$ cat src/sv/bam_pkg.sv
// ----------------------------------------------------------------------------
// bam_pkg: shared definitions for the bitmap allocation map
// Word geometry, field widths and command codes.
// ----------------------------------------------------------------------------
package bam_pkg;

	localparam int WORD_BITS     = 32;
	localparam int BIT_SEL_W     = 5;   // log2 of WORD_BITS
	localparam int MAP_WORDS_DEF = 32;
	localparam int CFG_W         = 6;
	localparam int OFF_W         = 10;
	localparam int IDX_W         = 11;
	localparam int CMD_W         = 2;

	localparam logic [CFG_W-1:0] MAP_WORDS_RST = 6'd32;

	typedef enum logic [CMD_W-1:0] {
		CMD_SET  = 2'd0,
		CMD_GET  = 2'd1,
		CMD_FIND = 2'd2,
		CMD_RSVD = 2'd3   // unused: map untouched, all-zero result
	} cmd_t;

endpackage

$ cat src/sv/bam_ram.sv
// ----------------------------------------------------------------------------
// bam_ram: generic single-port-write, single-port-read RAM
// One write and one read per cycle, read data registered.
// ----------------------------------------------------------------------------
module bam_ram #(
	parameter int WIDTH = 32,
	parameter int DEPTH = 32,
	parameter int AW    = (DEPTH > 1) ? $clog2(DEPTH) : 1
) (
	input  logic             clk,
	input  logic             we,
	input  logic [AW-1:0]    waddr,
	input  logic [WIDTH-1:0] wdata,
	input  logic             re,
	input  logic [AW-1:0]    raddr,
	output logic [WIDTH-1:0] rdata
);

	logic [WIDTH-1:0] mem_q [DEPTH];

	always_ff @(posedge clk) begin
		if (we) begin
			mem_q[waddr] <= wdata;
		end
		if (re) begin
			rdata <= mem_q[raddr];
		end
	end

endmodule

$ cat src/sv/bitmap_allocation_map_core.sv
// ----------------------------------------------------------------------------
// bitmap_allocation_map_core: bit map of slots with set, get, find-first-zero
// Path to m_tvalid: an out-of-range or unused request goes from IDLE to DONE;
//   set/get pass ST_MOD first, find-first-zero scans ST_SCAN; DONE loads the output.
// Throughput: one request at a time; find is bound by the single RAM read
//   port, one map word per cycle. A new request is taken while a result waits.
// Reset: map_words returns to 32, then a clearing pass writes zeros to all
//   MAP_WORDS words, one per cycle, with s_tready low (config still taken).
// ----------------------------------------------------------------------------
module bitmap_allocation_map_core #(
	parameter int MAP_WORDS = bam_pkg::MAP_WORDS_DEF
) (
	input  logic                      clk,
	input  logic                      arst_n,
	// config: map_words
	input  logic                      cfg_valid,
	output logic                      cfg_ready,
	input  logic [bam_pkg::CFG_W-1:0] cfg_data,
	// request stream
	input  logic                      s_tvalid,
	output logic                      s_tready,
	input  logic [15:0]               s_tdata,   // [9:0] bit_offset, [10] new_value
	input  logic [1:0]                s_tuser,   // [1:0] cmd
	// result stream
	output logic                      m_tvalid,
	input  logic                      m_tready,
	output logic [15:0]               m_tdata,   // [0] bit_value, [11:1] free_index
	output logic [0:0]                m_tuser    // [0] range_error
);

	import bam_pkg::*;

	localparam int AW = (MAP_WORDS > 1) ? $clog2(MAP_WORDS) : 1;
	localparam logic [IDX_W-1:0] MAP_WORDS_L = IDX_W'(MAP_WORDS);
	localparam logic [AW-1:0]    LAST_ADDR   = AW'(MAP_WORDS - 1);

	typedef enum logic [2:0] {
		ST_CLEAR,
		ST_IDLE,
		ST_MOD,
		ST_SCAN,
		ST_DONE
	} state_t;

	state_t state_q;

	logic [CFG_W-1:0] map_words_q;

	// pending set/get
	logic                 is_set_q;
	logic                 val_q;
	logic [BIT_SEL_W-1:0] bit_q;
	logic [AW-1:0]        addr_q;
	logic [AW-1:0]        clr_q;

	// find scan: issue side and returning-data side
	logic [CFG_W-1:0] issue_q;
	logic             rvld_s1;
	logic [CFG_W-1:0] chk_s1;

	// pending result and output register
	logic             res_bit_q;
	logic [IDX_W-1:0] res_free_q;
	logic             res_err_q;
	logic             out_vld_q;
	logic             out_bit_q;
	logic [IDX_W-1:0] out_free_q;
	logic             out_err_q;

	// RAM side
	logic                 ram_we;
	logic [AW-1:0]        ram_waddr;
	logic [WORD_BITS-1:0] ram_wdata;
	logic                 ram_re;
	logic [AW-1:0]        ram_raddr;
	logic [WORD_BITS-1:0] ram_rdata;

	// decode
	logic [CFG_W-1:0]     words;
	logic [IDX_W-1:0]     bitcount;
	logic                 in_range;
	logic                 accept;
	logic [OFF_W-1:0]     in_off;
	logic                 in_val;
	logic [AW-1:0]        off_word;
	logic                 issue_ok;
	logic [WORD_BITS-1:0] inv_word;
	logic [WORD_BITS-1:0] low_zero;
	logic [BIT_SEL_W-1:0] zero_pos;
	logic                 word_full;
	logic                 out_free;

	assign cfg_ready = 1'b1;
	assign s_tready  = (state_q == ST_IDLE);
	assign accept    = s_tvalid && s_tready;
	assign in_off    = s_tdata[OFF_W-1:0];
	assign in_val    = s_tdata[OFF_W];
	assign off_word  = AW'(in_off[OFF_W-1:BIT_SEL_W]);

	// words in use: the register clipped to the store depth
	assign words    = ({{(IDX_W-CFG_W){1'b0}}, map_words_q} > MAP_WORDS_L)
		? CFG_W'(MAP_WORDS) : map_words_q;
	assign bitcount = {words, {BIT_SEL_W{1'b0}}};
	assign in_range = ({1'b0, in_off} < bitcount);
	assign issue_ok = (issue_q < words);

	// lowest clear bit of the returning word: isolate lowest one of ~word,
	// then OR-encode the one-hot position
	assign inv_word  = ~ram_rdata;
	assign low_zero  = inv_word & (ram_rdata + WORD_BITS'(1));
	assign word_full = (ram_rdata == {WORD_BITS{1'b1}});

	always_comb begin
		zero_pos = '0;
		for (int i = 0; i < WORD_BITS; i++) begin
			if (low_zero[i]) begin
				zero_pos = zero_pos | BIT_SEL_W'(i);
			end
		end
	end

	assign out_free = !out_vld_q || m_tready;

	// RAM port steering
	always_comb begin
		ram_we    = 1'b0;
		ram_waddr = addr_q;
		ram_wdata = ram_rdata;
		ram_re    = 1'b0;
		ram_raddr = off_word;
		case (state_q)
			ST_CLEAR: begin
				ram_we    = 1'b1;
				ram_waddr = clr_q;
				ram_wdata = '0;
			end
			ST_IDLE: begin
				ram_re    = accept;
				ram_raddr = (cmd_t'(s_tuser) == CMD_FIND) ? '0 : off_word;
			end
			ST_MOD: begin
				// read-modify-write of one bit for set
				ram_we           = is_set_q;
				ram_wdata[bit_q] = val_q;
			end
			ST_SCAN: begin
				ram_re    = issue_ok;
				ram_raddr = AW'(issue_q);
			end
			default: begin
			end
		endcase
	end

	bam_ram #(
		.WIDTH (WORD_BITS),
		.DEPTH (MAP_WORDS),
		.AW    (AW)
	) u_ram (
		.clk   (clk),
		.we    (ram_we),
		.waddr (ram_waddr),
		.wdata (ram_wdata),
		.re    (ram_re),
		.raddr (ram_raddr),
		.rdata (ram_rdata)
	);

	always_ff @(posedge clk or negedge arst_n) begin
		if (!arst_n) begin
			state_q     <= ST_CLEAR;
			map_words_q <= MAP_WORDS_RST;
			clr_q       <= '0;
			is_set_q    <= 1'b0;
			val_q       <= 1'b0;
			bit_q       <= '0;
			addr_q      <= '0;
			issue_q     <= '0;
			rvld_s1     <= 1'b0;
			chk_s1      <= '0;
			res_bit_q   <= 1'b0;
			res_free_q  <= '0;
			res_err_q   <= 1'b0;
			out_vld_q   <= 1'b0;
			out_bit_q   <= 1'b0;
			out_free_q  <= '0;
			out_err_q   <= 1'b0;
		end else begin
			if (cfg_valid && cfg_ready) begin
				map_words_q <= cfg_data;
			end

			// output valid: loaded from a finished request, else dropped once taken
			if (state_q == ST_DONE && out_free) begin
				out_vld_q <= 1'b1;
			end else if (out_vld_q && m_tready) begin
				out_vld_q <= 1'b0;
			end

			case (state_q)
				ST_CLEAR: begin
					clr_q <= clr_q + AW'(1);
					if (clr_q == LAST_ADDR) begin
						state_q <= ST_IDLE;
					end
				end

				ST_IDLE: begin
					if (accept) begin
						res_bit_q  <= 1'b0;
						res_free_q <= '0;
						res_err_q  <= 1'b0;
						is_set_q   <= (cmd_t'(s_tuser) == CMD_SET);
						val_q      <= in_val;
						bit_q      <= in_off[BIT_SEL_W-1:0];
						addr_q     <= off_word;
						case (cmd_t'(s_tuser))
							CMD_SET, CMD_GET: begin
								if (in_range) begin
									state_q <= ST_MOD;
								end else begin
									res_err_q <= 1'b1;
									state_q   <= ST_DONE;
								end
							end
							CMD_FIND: begin
								// word 0 read issued this cycle
								issue_q <= CFG_W'(1);
								rvld_s1 <= 1'b1;
								chk_s1  <= '0;
								if (words == '0) begin
									state_q <= ST_DONE;
								end else begin
									state_q <= ST_SCAN;
								end
							end
							default: begin
								state_q <= ST_DONE;
							end
						endcase
					end
				end

				ST_MOD: begin
					if (!is_set_q) begin
						res_bit_q <= ram_rdata[bit_q];
					end
					state_q <= ST_DONE;
				end

				ST_SCAN: begin
					rvld_s1 <= issue_ok;
					chk_s1  <= issue_q;
					if (issue_ok) begin
						issue_q <= issue_q + CFG_W'(1);
					end
					if (rvld_s1) begin
						if (!word_full) begin
							res_free_q <= {chk_s1, zero_pos};
							state_q    <= ST_DONE;
						end else if (chk_s1 == words - CFG_W'(1)) begin
							// every word in use is full
							res_free_q <= bitcount;
							state_q    <= ST_DONE;
						end
					end
				end

				ST_DONE: begin
					if (out_free) begin
						out_bit_q  <= res_bit_q;
						out_free_q <= res_free_q;
						out_err_q  <= res_err_q;
						state_q    <= ST_IDLE;
					end
				end

				default: begin
					state_q <= ST_IDLE;
				end
			endcase
		end
	end

	assign m_tvalid = out_vld_q;
	assign m_tdata  = {4'b0, out_free_q, out_bit_q};
	assign m_tuser  = out_err_q;

`ifndef SYNTHESIS
	// RAM is only written by the clearing pass or a set write-back
	assert property (@(posedge clk) disable iff (!arst_n)
		ram_we |-> (state_q == ST_CLEAR || state_q == ST_MOD))
		else $error("RAM write outside clear or set write-back");

	// one request in flight at a time
	assert property (@(posedge clk) disable iff (!arst_n)
		(s_tvalid && s_tready) |=> !s_tready)
		else $error("second request taken while one is in flight");

	// a range error never carries a free index or a bit value
	assert property (@(posedge clk) disable iff (!arst_n)
		(m_tvalid && m_tuser[0]) |-> (m_tdata[11:0] == 12'd0))
		else $error("range error result with payload");

	// a non-full word seen during a scan ends the scan
	assert property (@(posedge clk) disable iff (!arst_n)
		(state_q == ST_SCAN && rvld_s1 && !word_full) |=> (state_q == ST_DONE))
		else $error("scan went past a word with a clear bit");
`endif

endmodule

$ cat config.mk
export PLATFORM = sky130hd
export DESIGN_NAME = bitmap_allocation_map_core
export DESIGN_NICKNAME = d
export VERILOG_FILES = /design/src/sv/bam_pkg.sv /design/src/sv/bam_ram.sv /design/src/sv/bitmap_allocation_map_core.sv
export SDC_FILE = /design/constraint.sdc
export NUM_CORES = 1
export LEC_CHECK = 0
export BUFFER_PORTS_ARGS = -buffer_cell sky130_fd_sc_hd__buf_4
export CAP_MARGIN = 40
export CORE_MARGIN = 3
export CORE_UTILIZATION = 57
export CTS_CLUSTER_SIZE = 28
export DETAILED_ROUTE_END_ITERATION = 16
export PLACE_DENSITY = 0.85
export SYNTH_ARGS = -nofsm -noshare
export SYNTH_HDL_FRONTEND = slang
export SYNTH_HIERARCHICAL = 1
export SYNTH_SLANG_ARGS = --single-unit
$ cat constraint.sdc
create_clock -name clk -period 4.2 [get_ports clk]
set_clock_uncertainty 0.2 [all_clocks]
set_input_delay 0.42 -clock clk [delete_from_list [all_inputs] [get_ports clk]]
set_output_delay 0.42 -clock clk [all_outputs]
set_load 0.05 [all_outputs]
==> Word level (Yosys, flattened, before mapping) <==
Memory sizes are Yosys's and may differ from the RTL's. A register that Yosys moved wholly into a read port is not among the register bits.
Cells that the tools add are included.
{ "op_classes": {"mux": 135, "shifts": 0, "magnitude_cmp": 5, "mul": 0, "reduce_logical": 20, "n_eq_ne": 17, "bitwise_logic": 2, "div": 0, "addsub": 4} }
{ "op_table": {"columns": ["operator", "count"], "rows": [
  ["two-way mux 11 bit", 13],
  ["two-way mux 5 bit", 22],
  ["two-way mux 3 bit", 29],
  ["two-way mux 6 bit", 13],
  ["case mux 32 bit (2 select lines)", 1],
  ["two-way mux 1 bit", 34],
  ["adder 32 x 1 -> 32 bit, second input constant", 1],
  ["bitwise AND 32 bit", 1],
  ["bitwise mux 32 bit", 1],
  ["== test 32 bit, second input constant", 1],
  ["two-way mux 4 bit", 8],
  ["NOT 32 bit", 1],
  ["case mux 6 bit (2 select lines)", 2],
  ["case mux 11 bit (2 select lines)", 1],
  ["case mux 3 bit (5 select lines)", 1],
  ["less-than comparator 10 x 11 -> 1 bit", 1],
  ["inequality test 2 bit, second input constant", 5],
  ["case mux 5 bit (2 select lines)", 1],
  ["case mux 1 bit (2 select lines)", 4],
  ["AND reduction 4 bit", 2],
  ["adder 6 x 1 -> 6 bit, second input constant", 1],
  ["== test 3 x 2 -> 1 bit, second input constant", 2],
  ["== test 6 bit", 1],
  ["greater-than comparator 6 bit, second input constant", 1],
  ["other kinds (27)", 36]
]} }
{ "word_totals": {"n_memories": 1, "out_inout_bits": 20, "latchBits": 0, "elab_cells": 201, "ram_bits": 1024, "inputBits": 29, "mem_bits_ro": 0, "register_bits": 66} }
{ "memory_table": {"columns": ["name", "words", "word_bits", "rd", "rd_ports_with_merged_regs", "wr", "line", "rtl"], "rows": [
  ["u_ram.mem_q", 32, 32, 1, 1, 1, "bam_ram.sv:19", "logic [WIDTH-1:0] mem_q [DEPTH];"]
]} }

==> Longest topological paths before layout <==
{ "depth": {"ltp_word": 39, "ltp_mapped": 13} }

==> Hierarchy <==
The synthesis kept the hierarchy.
{ "modules_own_cells": {"columns": ["module", "cells_per_inst", "instances", "area_per_inst_um2", "seq_area_each_um2"], "rows": [
  ["bam_ram", 2260, 1, 40811.6, 31710.4],
  ["bitmap_allocation_map_core", 578, 1, 5039.8, 1652.8]
]} }

==> Worst setup path before layout <==
No wires, ideal clock.
{ "synth_timing": {"kind": "register -> register", "startpoint": "register state_q[2]", "endpoint": "memory u_ram.mem_q[12][0] (enable)", "path_slack_ns": 0.124, "stages_incl_launch_ff": 7, "arrival_time_ns": 3.455, "t_required_ns": 3.579, "path_cell_list": "dfrtp_1 clkbuf_1 nor3_2 mux2_2 or3b_2 clkbuf_1 nor2_1"} }
{ "synth_between": {"elab_cells_between_ends": 6} }
{ "synth_lines": {"columns": ["element", "line", "rtl"], "rows": [
  ["from (decl)", "bitmap_allocation_map_core.sv:45", "state_t state_q;"],
  ["from (signal assigned)", "bitmap_allocation_map_core.sv:171", "state_q <= ST_CLEAR;"],
  ["from (signal assigned)", "bitmap_allocation_map_core.sv:204", "state_q <= ST_IDLE;"],
  ["from (signal assigned)", "bitmap_allocation_map_core.sv:220", "state_q <= ST_MOD;"],
  ["logical NOT 3 bit", "bitmap_allocation_map_core.sv:131", "case (state_q)"],
  ["two-way mux 5 bit", "bitmap_allocation_map_core.sv:131", null],
  ["named net ram_waddr[1]", "bitmap_allocation_map_core.sv:72", "logic [AW-1:0] ram_waddr;"],
  ["to (decl)", "bam_ram.sv:19", null]
]} }
The timed path passes the listed nets, and every way through them passes these cells.

==> Worst setup path in the final report <==
{ "layout_timing": {"startpoint": "register state_q[2]", "endpoint": "register u_ram.rdata[30], read port of u_ram.mem_q, data pin"} }
{ "layout_between": {"elab_cells_between_ends": 5} }
{ "layout_lines": {"columns": ["element", "line", "rtl"], "rows": [
  ["== test 3 x 2 -> 1 bit or == test 3 x 1 -> 1 bit (tied branches)", "bitmap_allocation_map_core.sv:131", null],
  ["case mux 5 bit (2 select lines) (*)", "bitmap_allocation_map_core.sv:131", null],
  ["named net ram_raddr[2]", "bitmap_allocation_map_core.sv:75", "logic [AW-1:0] ram_raddr;"],
  ["to (decl)", "bam_ram.sv:16", "output logic [WIDTH-1:0] rdata"]
]} }
The timed path passes the listed nets; every way through them passes the cells marked *.
A chain may end at the register's enable or synchronous reset.

==> impl_metrics.json <==
{
  "postRouteAntennaNets": 0,
  "drc": 0,
  "avgSynthCellArea_um2": 16.2,
  "final_common_cell": "edfxtp_1",
  "root_buffer": "clkbuf_16",
  "ys.warnings.count": 6,
  "rsz0062_at_grt": "no",
  "dpl.hpwl_mm": 63.1,
  "antenna_cells": 0,
  "grt_pass1_wl_mm": 170,
  "tightestPinTransition_ns": 1.01,
  "clk_pin_slew_ns": 0.06,
  "ys_types": 73,
  "io_buffer_count": 38,
  "synth_cells": 2838,
  "synth-edff-count": 1056,
  "grt_pass1_vias": 27369,
  "ir_drop_uv": 460,
  "cp_max_fo": 39,
  "antenna_found_initial": 1,
  "hold_viol": 0,
  "setup_viol": 0,
  "synthTopCellsByArea": "edfxtp_1, mux2i_1, dfrtp_1",
  "drv_slew": 0,
  "yosys.area.top_type": "edfxtp_1",
  "clk_path_buf_depth": 3,
  "async_reset_ff_share_pct": 5.88,
  "htree_levels": 3,
  "ys_ff_latch": 1122,
  "dp_cells": 3891,
  "worstSetupPathType": "reg -> reg",
  "dieWidth_um": 290,
  "via_per_inst": 6.64,
  "synth_ff_type": "edfxtp_1",
  "final_cell_count_no_fill": 4113,
  "timing.final.crit_share_pct": 87.5,
  "design.die.area_mm2": 0.0839,
  "globalplace.congestion": 0.918,
  "netlist_area_mm2": 0.0459,
  "numCtsBuffers": 104,
  "p_total_mw": 33.9,
  "first_pass_iters": 9,
  "core_mm2": 0.0794,
  "fp.dieH_um": 290,
  "min_path_type": "in -> reg",
  "crit_required_ns": 4.41,
  "fp-row-count": 103,
  "grt_usage_pct": 27.6,
  "vias": 27327,
  "outcome": "completed",
  "endpoint_kind": "flop",
  "period_needed_ns": 3.67,
  "power_density_mw_per_mm2": 654,
  "clock.fmax_mhz": 272,
  "final_nets": 3018,
  "drive_above_1_share_pct": 13.9,
  "num_io_pins": 49,
  "setup_tns_ns": 0,
  "power.leakage_nw": 18.2,
  "cp-start-kind": "flop",
  "start_util_pct": 57.8,
  "drtIter0Drc": 4124,
  "wire_per_inst_um": 28.4,
  "grt-ovfl-total": 0,
  "grt_max_degree": 90,
  "areaGrowthSynthToFinish_pct": 12.9,
  "final_cell_mix": "edfxtp_1, mux2i_1, nand2_1",
  "drt-total-wl_mm": 117,
  "insertion_delay_ns": 0.68,
  "cts_tree": "yes",
  "worstPathArrival_ns": 3.88,
  "holdWs_ns": 0.0511,
  "synth_top_area_share_pct": 69.2,
  "cts_sinks": 1122,
  "seq_area_frac_synth_pct": 72.8,
  "maxCapViolations": 0,
  "relSlewSlack_pct": 32.5
}
## critical path: stages (launching register included)
cell and delay, ns:
dfrtp_1 0.53, nand2b_1 0.31, nor2_2 0.23, a22o_1 0.36, and2_4 0.47, buf_12 0.33
buf_12 0.26, a22o_1 0.19, nor3_1 0.08, a31oi_1 0.26, nand3_1 0.14
## cell usage after synthesis (all sizes together) (8+ instances only)
library cell / instances
nor3: 43
mux4: 8
mux2i: 519
mux2: 38
nor2: 56
edfxtp: 1056
nand2b: 17
nand3: 110
nor2b: 9
a21oi: 116
nand2: 169
a22oi: 99
clkbuf: 69
dfrtp: 65
a31oi: 39
inv: 25
o21ai: 87
buf: 94
nand4: 8
ha: 13
a22o: 94
## power breakdown
group | internal [mW] | total [mW] | leakage, nW | switching, mW
logic | 2.86 | 9.00 | 6.18 | 6.14
clock network | 4.94 | 8.94 | 1.58 | 4.00
registers | 15.2 | 15.9 | 10.5 | 0.724
total | 23.0 | 33.9 | 18.2 | 10.9
## per-layer routing
metal  global-route usage, %  part of all wire, %  up-vias  routed length (um)
met5                       0                0.012        -                  14
met1                    37.3                   36    13600               42100
met3                    5.43                   12      341               14500
met2                    44.0                   47     1968               54900
li1                        -                    -    11416                   -
met4                    12.3                  4.3        2                5070
## what timing repair did
item | in CTS | in global routing
hold buffers | 23 | 0
setup buffers | 0 | 0
gates resized for setup | 0 | 0
hold endpoints to repair | 86 | 0
## per-stage QoR
step	setup WS, ns	cell area [um2]	utilization [%]
global placement	0.845	48100	60.5
global route	0.507	51800	65.2
CTS	0.655	51600	65.1
finish	0.527	51800	65.2
detailed placement	0.753	48200	60.7
floorplan	0.124	45900	-
## final cells by class
cell class	instances	area (um2)
clock buffers	136	2800
clock inverters	57	419
fillers	5070	27600
inverters	25	93.8
multi-input cells	1531	11800
flip-flops and latches	1122	33400
well taps	1050	1310
repair buffers	192	1950
## path summary, 6_finish.rpt
path / cells after the start / to / slack [ns] / start
worst min-delay path: 4 / state_q[1]$_DFFE_PN0P_ / 0.05 / s_tvalid
min in group asynchronous: 2 / m_tvalid$_DFFE_PN0P_ / 0.19 / arst_n
worst min register to register: 1 / clr_q[3]$_DFFE_PN0P_ / 0.30 / clr_q[3]$_DFFE_PN0P_
worst max register to register: 10 / u_ram/rdata[30]$_DFFE_PP_ / 0.53 / state_q[2]$_DFFE_PN0P_
max in group asynchronous: 2 / chk_s1[1]$_DFFE_PN0P_ / 3.05 / arst_n
worst max-delay path: 10 / u_ram/rdata[30]$_DFFE_PP_ / 0.53 / state_q[2]$_DFFE_PN0P_
## sequential cells by signal (all words and copies together) (netlist names), 6 cells and up
name         count
res_free_q      11
chk_s1           6
out_free_q      11
map_words_q      6
u_ram/mem_q   1024
u_ram/rdata     32
issue_q          6
## logic make-up after synthesis
family                     count (synthesis)  synth area share [%]
DFF                                     1122                  72.8
xor gates and xnor gates                   9                 0.172
other                                      2                0.0164
AOI/OAI and AO/OA                        477                  6.92
adders and majority gates                 13                 0.355
buffers and inverters                    188                  2.23
and+or+nand+nor                          462                  4.83
muxes                                    565                  12.7
Power figures use the tool's default switching activity.
